## src/rtl/sle_pkg.sv

```systemverilog
package sle_pkg;

  localparam logic [2:0] MODE_CLEAR  = 3'd0;
  localparam logic [2:0] MODE_INSERT = 3'd1;
  localparam logic [2:0] MODE_DELETE = 3'd2;
  localparam logic [2:0] MODE_GET    = 3'd3;
  localparam logic [2:0] MODE_LOCATE = 3'd4;
  localparam logic [2:0] MODE_PRIOR  = 3'd5;
  localparam logic [2:0] MODE_NEXT   = 3'd6;

  localparam logic [1:0] ST_OK       = 2'd0;
  localparam logic [1:0] ST_BADPOS   = 2'd1;
  localparam logic [1:0] ST_NOTFOUND = 2'd2;
  localparam logic [1:0] ST_FULL     = 2'd3;

  // read port use: shift up, shift down, scan, read at request position
  typedef enum logic [1:0] {
    RD_INS,
    RD_DEL,
    RD_SRCH,
    RD_POS
  } rd_kind_t;

  typedef enum logic [1:0] {
    IDX_CNT,
    IDX_POS,
    IDX_ZERO
  } idx_src_t;

  typedef struct packed {
    logic       capture;
    logic       clear_cnt;
    logic       inc_cnt;
    logic       dec_cnt;
    logic       rd_en;
    rd_kind_t   rd_kind;
    logic       idx_load;
    idx_src_t   idx_src;
    logic       idx_inc;
    logic       idx_dec;
    logic       wr_put;
    logic       fval_rd;
    logic       fval_prev;
    logic       latch_match;
    logic       fpos_load;
    logic       finish;
    logic [1:0] status;
  } cmd_t;

  typedef struct packed {
    logic [2:0] mode;
    logic       full;
    logic       ins_ok;
    logic       acc_ok;
    logic       idx_ge_pos;
    logic       idx_lt_cnt;
    logic       cmp_pend;
    logic       hit;
    logic       match_first;
    logic       match_has_next;
    logic       out_free;
  } stat_t;

endpackage

```

## src/rtl/sle_ctrl.sv

```systemverilog
module sle_ctrl
  import sle_pkg::*;
(
  input  logic  clk,
  input  logic  rst_n,
  input  logic  in_valid,
  output logic  in_ready,
  input  stat_t stat,
  output cmd_t  cmd
);

  typedef enum logic [3:0] {
    S_IDLE,
    S_DECODE,
    S_INS_SHIFT,
    S_INS_PUT,
    S_DEL_GRAB,
    S_DEL_SHIFT,
    S_GET_WAIT,
    S_SRCH,
    S_SRCH_HIT
  } state_t;

  state_t state_r, state_nxt;

  assign in_ready = (state_r == S_IDLE) && stat.out_free;

  always_comb begin
    cmd         = '0;
    cmd.rd_kind = RD_SRCH;
    cmd.idx_src = IDX_ZERO;
    cmd.status  = ST_OK;
    state_nxt   = state_r;
    case (state_r)
      S_IDLE: begin
        if (in_valid && in_ready) begin
          cmd.capture = 1'b1;
          state_nxt   = S_DECODE;
        end
      end
      S_DECODE: begin
        state_nxt = S_IDLE;
        case (stat.mode)
          MODE_CLEAR: begin
            cmd.clear_cnt = 1'b1;
            cmd.finish    = 1'b1;
          end
          MODE_INSERT: begin
            if (stat.full) begin
              cmd.finish = 1'b1;
              cmd.status = ST_FULL;
            end else if (!stat.ins_ok) begin
              cmd.finish = 1'b1;
              cmd.status = ST_BADPOS;
            end else begin
              cmd.idx_load = 1'b1;
              cmd.idx_src  = IDX_CNT;
              state_nxt    = S_INS_SHIFT;
            end
          end
          MODE_DELETE, MODE_GET: begin
            if (!stat.acc_ok) begin
              cmd.finish = 1'b1;
              cmd.status = ST_BADPOS;
            end else begin
              cmd.rd_en   = 1'b1;
              cmd.rd_kind = RD_POS;
              state_nxt   = (stat.mode == MODE_DELETE) ? S_DEL_GRAB : S_GET_WAIT;
            end
          end
          MODE_LOCATE, MODE_PRIOR, MODE_NEXT: begin
            cmd.idx_load = 1'b1;
            cmd.idx_src  = IDX_ZERO;
            state_nxt    = S_SRCH;
          end
          default: begin
            cmd.finish = 1'b1;
            cmd.status = ST_BADPOS;
          end
        endcase
      end
      S_INS_SHIFT: begin
        if (stat.idx_ge_pos) begin
          cmd.rd_en   = 1'b1;
          cmd.rd_kind = RD_INS;
          cmd.idx_dec = 1'b1;
        end else begin
          state_nxt = S_INS_PUT;
        end
      end
      S_INS_PUT: begin
        cmd.wr_put  = 1'b1;
        cmd.inc_cnt = 1'b1;
        cmd.finish  = 1'b1;
        state_nxt   = S_IDLE;
      end
      S_DEL_GRAB: begin
        cmd.fval_rd  = 1'b1;
        cmd.idx_load = 1'b1;
        cmd.idx_src  = IDX_POS;
        state_nxt    = S_DEL_SHIFT;
      end
      S_DEL_SHIFT: begin
        if (stat.idx_lt_cnt) begin
          cmd.rd_en   = 1'b1;
          cmd.rd_kind = RD_DEL;
          cmd.idx_inc = 1'b1;
        end else begin
          cmd.dec_cnt = 1'b1;
          cmd.finish  = 1'b1;
          state_nxt   = S_IDLE;
        end
      end
      S_GET_WAIT: begin
        cmd.fval_rd = 1'b1;
        cmd.finish  = 1'b1;
        state_nxt   = S_IDLE;
      end
      S_SRCH: begin
        cmd.rd_en   = stat.idx_lt_cnt;
        cmd.rd_kind = RD_SRCH;
        cmd.idx_inc = stat.idx_lt_cnt;
        if (stat.hit) begin
          cmd.latch_match = 1'b1;
          state_nxt       = S_SRCH_HIT;
        end else if (!stat.idx_lt_cnt && !stat.cmp_pend) begin
          cmd.finish = 1'b1;
          cmd.status = ST_NOTFOUND;
          state_nxt  = S_IDLE;
        end
      end
      S_SRCH_HIT: begin
        cmd.finish = 1'b1;
        state_nxt  = S_IDLE;
        case (stat.mode)
          MODE_LOCATE: cmd.fpos_load = 1'b1;
          MODE_PRIOR: begin
            if (stat.match_first) begin
              cmd.status = ST_NOTFOUND;
            end else begin
              cmd.fval_prev = 1'b1;
            end
          end
          default: begin
            if (stat.match_has_next) begin
              cmd.fval_rd = 1'b1;
            end else begin
              cmd.status = ST_NOTFOUND;
            end
          end
        endcase
      end
      default: state_nxt = S_IDLE;
    endcase
  end

  always_ff @(posedge clk) begin
    if (!rst_n) begin
      state_r <= S_IDLE;
    end else begin
      state_r <= state_nxt;
    end
  end

endmodule

```

## config.mk

```make
export PLATFORM = sky130hd
export DESIGN_NAME = sle_ctrl
export DESIGN_NICKNAME = d
export VERILOG_FILES = /design/src/rtl/sle_pkg.sv /design/src/rtl/sle_ctrl.sv
export SDC_FILE = /design/constraint.sdc
export NUM_CORES = 1
export LEC_CHECK = 0
export BUFFER_PORTS_ARGS = -buffer_cell sky130_fd_sc_hd__buf_2
export CORE_MARGIN = 8
export CORE_UTILIZATION = 40
export CTS_BUF_LIST = sky130_fd_sc_hd__clkbuf_4
export DETAILED_ROUTE_END_ITERATION = 7
export PLACE_DENSITY = 0.78
export SLEW_MARGIN = 25
export SYNTH_ARGS = -nofsm -noshare
export SYNTH_HDL_FRONTEND = slang
export SYNTH_SLANG_ARGS = --single-unit
```

## constraint.sdc

```tcl
create_clock -name clk -period 1.4 [get_ports clk]
set_input_delay 0.07 -clock clk [delete_from_list [all_inputs] [get_ports clk]]
set_output_delay 0.07 -clock clk [all_outputs]
set_load 0.005 [all_outputs]
```

==> flow_summary.json, run 1 <==
{
  "status": "complete, but fails checks",
  "slew_headroom": 0.757,
  "p_leak_nw": 0.592,
  "gp_congestion": 0.818,
  "drcViolationCount": 0,
  "yosysWarnings": 0,
  "crit_path_end_kind": "output port",
  "drive_gt1_frac": 0.639,
  "wl_per_cell_um": 21.1,
  "synth_enable_flop_cells": 0,
  "grt_usage": 0.178,
  "tightest_slew_ns": 0.364,
  "clkSlewWorstSetupHoldPaths_ns": 0.04,
  "report.final.setup_viol": 22,
  "finClkSkew_ns": 0.00407,
  "violations": "setup timing",
  "yosysSeqAreaShare": 0.128,
  "fill_cells": 80,
  "top_register": "state_r",
  "syn-cell-area_um2": 624,
  "initial_core_util": 0.419,
  "start_kind": "flop",
  "pin_count": 37,
  "ys.flop_type": "dfxtp_1",
  "cts.sinks": 4,
  "fin_hold_ws_ns": 0.105,
  "fmax_mhz": 532,
  "numCtsBuffers": 3,
  "grt_overflow": 0,
  "final_hold_viol_count": 0,
  "worstHoldPathCells": 2,
  "ys_ff_latch": 4,
  "ys_types": 37,
  "min_period_ns": 1.88,
  "cp.arrival_ns": 1.81,
  "slew_viol_final": 0,
  "post-dp-hpwl_mm": 1.95,
  "synth_top_area_cell": "dfxtp_1",
  "grt_max_degree": 13,
  "root_buffer": "clkbuf_4",
  "grt_first_pass_wirelength_mm": 4.59,
  "cts_tree": "built",
  "final_cell_mix": "buf_2 (33), buf_4 (15), buf_6 (9)",
  "rsz0062_at_grt": "true",
  "ir_worst_vdd_mv": 0.893,
  "worst_slack_ns": -0.478,
  "yosysTopAreaCellShare": 0.128,
  "first_pass_iters": 4,
  "cp_max_fo": 5,
  "core_um2": 1490,
  "fp.dieW_um": 55.5,
  "r2r_cells": 8,
  "crit_type": "flop to output port",
  "dieArea_um2": 3080,
  "rows": 14,
  "period_share": 1.34,
  "power_density_nw_per_um2": 1360,
  "wl_mm": 3.43,
  "synthCells": 92,
  "drtIter0Drc": 51,
  "avgSynthCellArea_um2": 6.79,
  "ant_nets": 0,
  "n_antenna_cell": 0,
  "clock_path_buffers": 2,
  "finalPower_mw": 1.66,
  "final_nets": 165,
  "h-tree-depth": 1,
  "hp-class": "input port to flop",
  "die_h_um": 55.5,
  "clock_latency_ns": 0.24,
  "grt_antenna_before_repair": 0,
  "final.setup.tns_ns": -4.09,
  "largest_reg_flops": 4,
  "drv_cap": 0,
  "syn_nets": 108,
  "reg_top3": "state_r: 4 flops",
  "synth.area.top_cells": "dfxtp_1 (13%), a21oi_1 (7.2%), nand2b_1 (5.0%)",
  "vias_per_cell": 6.28,
  "grt_pass1_vias": 965,
  "synthArstFlopShare": 0,
  "syn_to_final_growth_pct": 96.0,
  "dr_total_vias": 1023,
  "io_buffers": 36,
  "final_util": 0.822,
  "required_ns": 1.33,
  "final_common_cell": "buf_2"
}
-- logic make-up (layout without fill, tap and decap cells) --
logic type | after synthesis | in the layout | synth area share
mux | 2 | 2 | 0.0321
buf+inv | 11 | 66 | 0.0821
simple gates | 56 | 56 | 0.569
compound gates | 19 | 19 | 0.188
flops | 4 | 4 | 0.128
-- through the flow --
step / cell area (µm²) / setup WS [ns] / cells
2_1_floorplan: 628 / -0.0465 / 92
6_report: 1220 / -0.478 / 163
3_3_place_gp: 921 / -0.114 / 153
3_5_place_dp: 921 / -0.164 / 153
4_1_cts: 1130 / -0.368 / 161
5_1_grt: 1220 / -0.514 / 163
-- synth_stat cells, types with 2 or more instances --
cell type / n
a21o_1: 2
a21oi_1: 9
and3_1: 2
buf_2: 2
buf_4: 2
clkbuf_1: 3
dfxtp_1: 4
inv_1: 3
mux2i_1: 2
nand2_1: 8
nand2b_1: 5
nand3_1: 4
nand3b_1: 2
nand4b_1: 3
nor2_1: 8
nor2b_1: 3
nor3_1: 4
nor4b_1: 3
o21ai_1: 2
or3_1: 4
-- power breakdown --
part	switching [mW]	internal, mW	total (mW)
Sequential	0.0336	0.151	0.185
Clock	0.0546	0.0964	0.151
Combinational	0.671	0.656	1.33
Total	0.759	0.904	1.66
-- critical path, cell delays in order (launching register included) --
cell     delay [ns]
dfxtp_2        0.32
or4b_4         0.62
nor4_4         0.21
or3_1          0.17
or3_1          0.12
buf_2          0.12
-- worst paths after layout --
kind | from | end | slack [ns]
worst max register to register | state_r[1] | state_r[0] | -0.16
worst max-delay path | state_r[3] | cmd[2] | -0.48
worst min-delay path | rst_n | state_r[1] | 0.11
worst min register to register | state_r[2] | state_r[0] | 0.52
-- timing repair --
item | 4_1_cts | 5_1_grt
setup buffers | 6 | 3
hold buffers | 0 | 0
gates resized for setup | 37 | 15
pin swaps | 21 | 11
setup endpoints to repair | 21 | 23
-- cell type report --
cell class,instances,area [µm²],area share
clock buffers,3,22.5,0.0184
well taps,16,20.0,0.0164
multi-input cells,77,666,0.544
repair buffers,59,414,0.338
flip-flops and latches,4,83.8,0.0685
inverters,4,17.5,0.0143
-- per-layer routing --
layer,up-vias,wire [µm],GRT usage,share of wire
met1,480,1170,0.173,0.34
met3,26,231,0.0320,0.067
met5,-,0,0,0
li1,451,-,-,-
met4,0,266,0.113,0.077
met2,66,1760,0.333,0.51
(Power assumes the default switching activity.)
==> run 2, diff against run 1 <==
- ABC_CLOCK_PERIOD_IN_PS: default -> 1400
- GPL_TIMING_DRIVEN: default -> 0
- PLACE_DENSITY: 0.78 -> 0.85
==> run 2 against run 1 <==
The run still ends with setup timing left. Design area down 2.1%. Register-to-register slack got worse by 0.11 ns. Count of clock-buffer cells in the layout did not move. Combinational power is 5% lower. Fmax is 6.3% higher. Largest cell class unchanged.
==> flow_summary.json, run 2 (synthesis results as in run 1) <==
{
  "timing.rr.end": "state_r[1]",
  "fp.dieW_um": 55.5,
  "fin_hold_ws_ns": 0.111,
  "min_period_ns": 1.77,
  "core_um2": 1490,
  "report.final.setup_viol": 22,
  "syn_to_final_growth_pct": 91.8,
  "drive_gt1_frac": 0.622,
  "rsz0062_at_grt": "true",
  "clock_path_buffers": 2,
  "root_buffer": "clkbuf_4",
  "fmax_mhz": 566,
  "final_area_um2": 1200,
  "first_pass_iters": 4,
  "h-tree-depth": 1,
  "cp.arrival_ns": 1.70,
  "finClkSkew_ns": 0.00654,
  "die_h_um": 55.5,
  "p_leak_nw": 0.585,
  "hp-start": "rst_n",
  "tightest_slew_ns": 0.505,
  "grt_usage": 0.159,
  "rows": 14,
  "violations": "setup timing",
  "final_cell_mix": "buf_2 (34), buf_4 (12), buf_6 (11)",
  "hold_end": "state_r[2]",
  "grt_overflow": 0,
  "status": "complete, but fails checks",
  "clock_latency_ns": 0.23,
  "worst_slack_ns": -0.368,
  "cpPeakStageDelay_ns": 0.55,
  "grt_antenna_before_repair": 0,
  "final_util": 0.804,
  "multi_input_area_um2": 621,
  "final.setup.tns_ns": -3.94,
  "n_antenna_cell": 0,
  "fill_cells": 92,
  "final-seq-area_um2": 90.1,
  "cts_tree": "built",
  "drtIter0Drc": 46,
  "dpl_cell_area_um2": 828,
  "wl_mm": 3.16,
  "grt_max_degree": 11,
  "io_buffers": 36,
  "dieArea_um2": 3080,
  "reg_top3": "state_r: 4 flops",
  "crit_path_end_kind": "output port",
  "post-dp-hpwl_mm": 1.65,
  "dr_total_vias": 1021,
  "worstReg2RegStart": "state_r[0]",
  "gp_congestion": 0.836,
  "slew_viol_final": 0,
  "cp_cell_sequence": "or4b_4 -> nor4_4 -> or3_1 -> or3_1 -> buf_2",
  "numCtsBuffers": 3,
  "wl_per_cell_um": 19.3,
  "cts.sinks": 4,
  "r2r_cells": 6,
  "largest_reg_flops": 4,
  "clkSlewWorstSetupHoldPaths_ns": 0.04,
  "power_density_nw_per_um2": 1360,
  "reg2reg_slack_ns": -0.27,
  "grt_pass1_vias": 958,
  "hp-class": "input port to flop",
  "critPathSlowestCell": "or4b_4",
  "final_hold_viol_count": 0,
  "initial_core_util": 0.419,
  "ir_worst_vdd_mv": 0.861,
  "pin_count": 37,
  "worstHoldPathCells": 2,
  "crit_type": "flop to output port",
  "drcViolationCount": 0,
  "cpMostUsedCell": "or3_1",
  "final_nets": 166,
  "drv_cap": 0,
  "required_ns": 1.33,
  "ant_nets": 0,
  "final_common_cell": "buf_2",
  "cp_max_fo": 6,
  "vias_per_cell": 6.23,
  "top_register": "state_r",
  "slew_headroom": 0.658,
  "grt_first_pass_wirelength_mm": 4.20,
  "period_share": 1.26,
  "start_kind": "flop"
}
run 2: changes by cell type in the layout (fill, tap and decap cells not counted), sizes merged:
cell	change
clkbuf	+2
buf	-1
run 2: routing by layer:
metal | up-vias | track usage | routed length [µm]
li1 | 460 | - | -
met1 | 477 | 0.168 | 1180
met2 | 74 | 0.280 | 1620
met3 | 10 | 0.0205 | 241
met4 | 0 | 0.116 | 112
met5 | - | 0 | 0
run 2: cell type report:
cell class | instances | share of cell area
buffer | 6 | 0.0522
clock buffer | 3 | 0.0188
inverter | 4 | 0.0146
multi-input combinational | 77 | 0.518
sequential | 4 | 0.0752
tap | 16 | 0.0167
timing repair buffer | 54 | 0.304
run 2: where the power goes:
group | switching, mW | internal [mW]
registers | 0.0560 | 0.161
clock network | 0.0453 | 0.0957
logic | 0.606 | 0.665
total | 0.707 | 0.921
run 2: worst max-delay path: cells and delay by family, from the launching register on:
family,cells,cell delay [ns]
and+or+nand+nor,4,0.96
DFF,1,0.39
buffers and inverters,1,0.10
run 2: how the worst max path moves through the flow:
| stage | from | slack (ns) | cells past startpoint | endpoint |
|---|---|---|---|---|
| finish | state_r[0] | -0.37 | 5 | cmd[2] |
| global route | state_r[0] | -0.45 | 5 | cmd[13] |
| CTS | state_r[3] | -0.32 | 5 | cmd[2] |
| detailed placement | state_r[1] | -0.22 | 4 | state_r[0] |
| global placement | state_r[1] | -0.20 | 4 | state_r[0] |
| floorplan | state_r[1] | -0.05 | 5 | cmd[2] |
run 2: per-stage QoR:
| step | power [mW] | worst slack, ns | std cells |
|---|---|---|---|
| after floorplan | 0.639 | -0.0465 | 92 |
| after global placement | 0.856 | -0.201 | 144 |
| after detailed placement | 0.867 | -0.217 | 144 |
| after CTS | 1.26 | -0.319 | 156 |
| after global routing | 1.72 | -0.453 | 164 |
| final | 1.63 | -0.368 | 164 |
run 2: repair_timing:
action                     4_1_cts  5_1_grt
gates resized for setup         32       27
setup buffers                   10        8
hold buffers                     0        0
setup endpoints to repair       24       23
pin swaps                       11       17
==> run 3, diff against run 2 <==
- ABC_CLOCK_PERIOD_IN_PS: 1400 -> 1600
- clock period: 1.4 -> 1.6 ns (I/O delays scaled with it)
==> run 3 against run 2 <==
Critical endpoint unchanged. Sequential cell count is the same. Final cell count shrank 7.3%. The flow still finishes with violations (setup timing). Hold slack gained 0.0024 ns. Die area is the same. Sequential share of layout area grew 1.9 points. Combinational power shrank 38%.
==> flow_summary.json, run 3 (synthesis results as in run 1) <==
{
  "power_density_nw_per_um2": 1110,
  "final_common_cell": "buf_2",
  "first_pass_iters": 5,
  "grt_usage": 0.136,
  "n_antenna_cell": 0,
  "rsz0062_at_grt": "true",
  "gp_congestion": 0.870,
  "io_buffers": 36,
  "dr_total_vias": 883,
  "clock_path_buffers": 2,
  "worst_slack_ns": -0.190,
  "die_h_um": 55.5,
  "reg2reg_slack_ns": 0.04,
  "required_ns": 1.52,
  "numCtsBuffers": 3,
  "core_um2": 1490,
  "hp-start": "rst_n",
  "timing.rr.end": "state_r[0]",
  "grt_overflow": 0,
  "drtIter0Drc": 11,
  "rows": 14,
  "fmax_mhz": 559,
  "largest_reg_flops": 4,
  "stdcell_count": 152,
  "ant_nets": 0,
  "post-dp-hpwl_mm": 1.64,
  "syn_to_final_growth_pct": 58.1,
  "wl_mm": 2.34,
  "crit_type": "flop to output port",
  "clkSlewWorstSetupHoldPaths_ns": 0.04,
  "slew_viol_final": 0,
  "status": "complete, but fails checks",
  "fp.dieW_um": 55.5,
  "cts_tree": "built",
  "cts.sinks": 4,
  "p_leak_nw": 0.504,
  "min_period_ns": 1.79,
  "initial_core_util": 0.419,
  "final_cell_mix": "buf_2 (39), nand2_1 (8), a21oi_1 (6), buf_4 (6), nor2_1 (5)",
  "drv_cap": 0,
  "grt_max_degree": 11,
  "tightest_slew_ns": 0.515,
  "r2r_cells": 4,
  "top_register": "state_r",
  "grt_pass1_vias": 846,
  "report.final.setup_viol": 7,
  "grt_first_pass_wirelength_mm": 3.70,
  "cp.arrival_ns": 1.71,
  "pre_cts_slack_ns": -0.00685,
  "period_share": 1.12,
  "root_buffer": "clkbuf_4",
  "drive_gt1_frac": 0.522,
  "grt_antenna_before_repair": 0,
  "slew_headroom": 0.654,
  "worstReg2RegStart": "state_r[2]",
  "cp_max_fo": 3,
  "hp-class": "input port to flop",
  "crit_path_end_kind": "output port",
  "ir_worst_vdd_mv": 0.663,
  "final_hold_viol_count": 0,
  "start_kind": "flop",
  "worstHoldPathCells": 2,
  "drcViolationCount": 0,
  "finClkSkew_ns": 0.00164,
  "final-seq-area_um2": 92.6,
  "pin_count": 37,
  "clock_latency_ns": 0.23,
  "fill_cells": 120,
  "h-tree-depth": 1,
  "vias_per_cell": 5.81,
  "dieArea_um2": 3080,
  "multi_input_area_um2": 566,
  "violations": "setup timing",
  "hold_end": "state_r[1]",
  "reg_top3": "state_r: 4 flops",
  "wl_per_cell_um": 15.4,
  "final_nets": 154,
  "dp_cells": 144
}
## run 3: cell count changes in the layout (fill, tap and decap cells not counted), moves of 2 or more
cell | previous run | this run
a21oi_1 | 4 | 6
a21oi_2 | 5 | 3
buf_2 | 34 | 39
buf_4 | 12 | 6
buf_6 | 11 | 1
clkbuf_8 | 2 | 0
## run 3: routing by layer
layer | GRT usage | vias up | share of wire
met5 | 0 | - | 0
met4 | 0.0458 | 0 | 0.013
li1 | - | 429 | -
met3 | 0.0479 | 4 | 0.080
met2 | 0.232 | 42 | 0.49
met1 | 0.152 | 408 | 0.41
## run 3: power by group
| part | total [mW] | internal, mW | switching, mW |
|---|---|---|---|
| Combinational | 0.782 | 0.377 | 0.405 |
| Clock | 0.125 | 0.0839 | 0.0408 |
| Sequential | 0.192 | 0.144 | 0.0474 |
## run 3: layout make-up
| cell class | count | area share |
|---|---|---|
| clock buffers | 3 | 0.0228 |
| well taps | 16 | 0.0203 |
| plain buffers | 6 | 0.0431 |
| multi-input cells | 77 | 0.573 |
| inverters | 4 | 0.0152 |
| repair buffers | 42 | 0.232 |
| flip-flops and latches | 4 | 0.0938 |
## run 3: timing repair
action	in CTS	in global routing
hold endpoints to repair	0	0
resized for setup	14	24
hold buffers	0	0
endpoints found under the setup margin	13	18
pin swaps	9	9
setup buffers	6	0
## run 3: worst max path at each step
stage,start,endpoint,cells after the start
finish,state_r[1],cmd[2],6
global route,state_r[3],cmd[2],5
CTS,state_r[2],cmd[2],6
detailed placement,state_r[1],cmd[2],6
global placement,state_r[1],cmd[2],6
floorplan,state_r[1],cmd[2],5
## run 3: critical path, stage by stage (launching register included)
cell      delay (ns)
dfxtp_4         0.34
buf_4           0.13
nand4b_1        0.11
nor4_1          0.08
or3_1           0.37
or3_1           0.31
buf_2           0.13
## run 3: through the flow
| stage | utilization | TNS, ns | cell area (µm²) | hold slack, ns | power, mW |
|---|---|---|---|---|---|
| final | 0.663 | -0.644 | 987 | 0.113 | 1.10 |
| after global routing | 0.663 | -1.20 | 987 | 0.110 | 1.18 |
| after CTS | 0.628 | -0.924 | 935 | 0.101 | 1.04 |
| after detailed placement | 0.554 | -0.00939 | 825 | 0.355 | 0.747 |
| after global placement | 0.554 | -0.00428 | 825 | 0.342 | 0.742 |
| after floorplan | - | 0 | 624 | 0.182 | 0.550 |
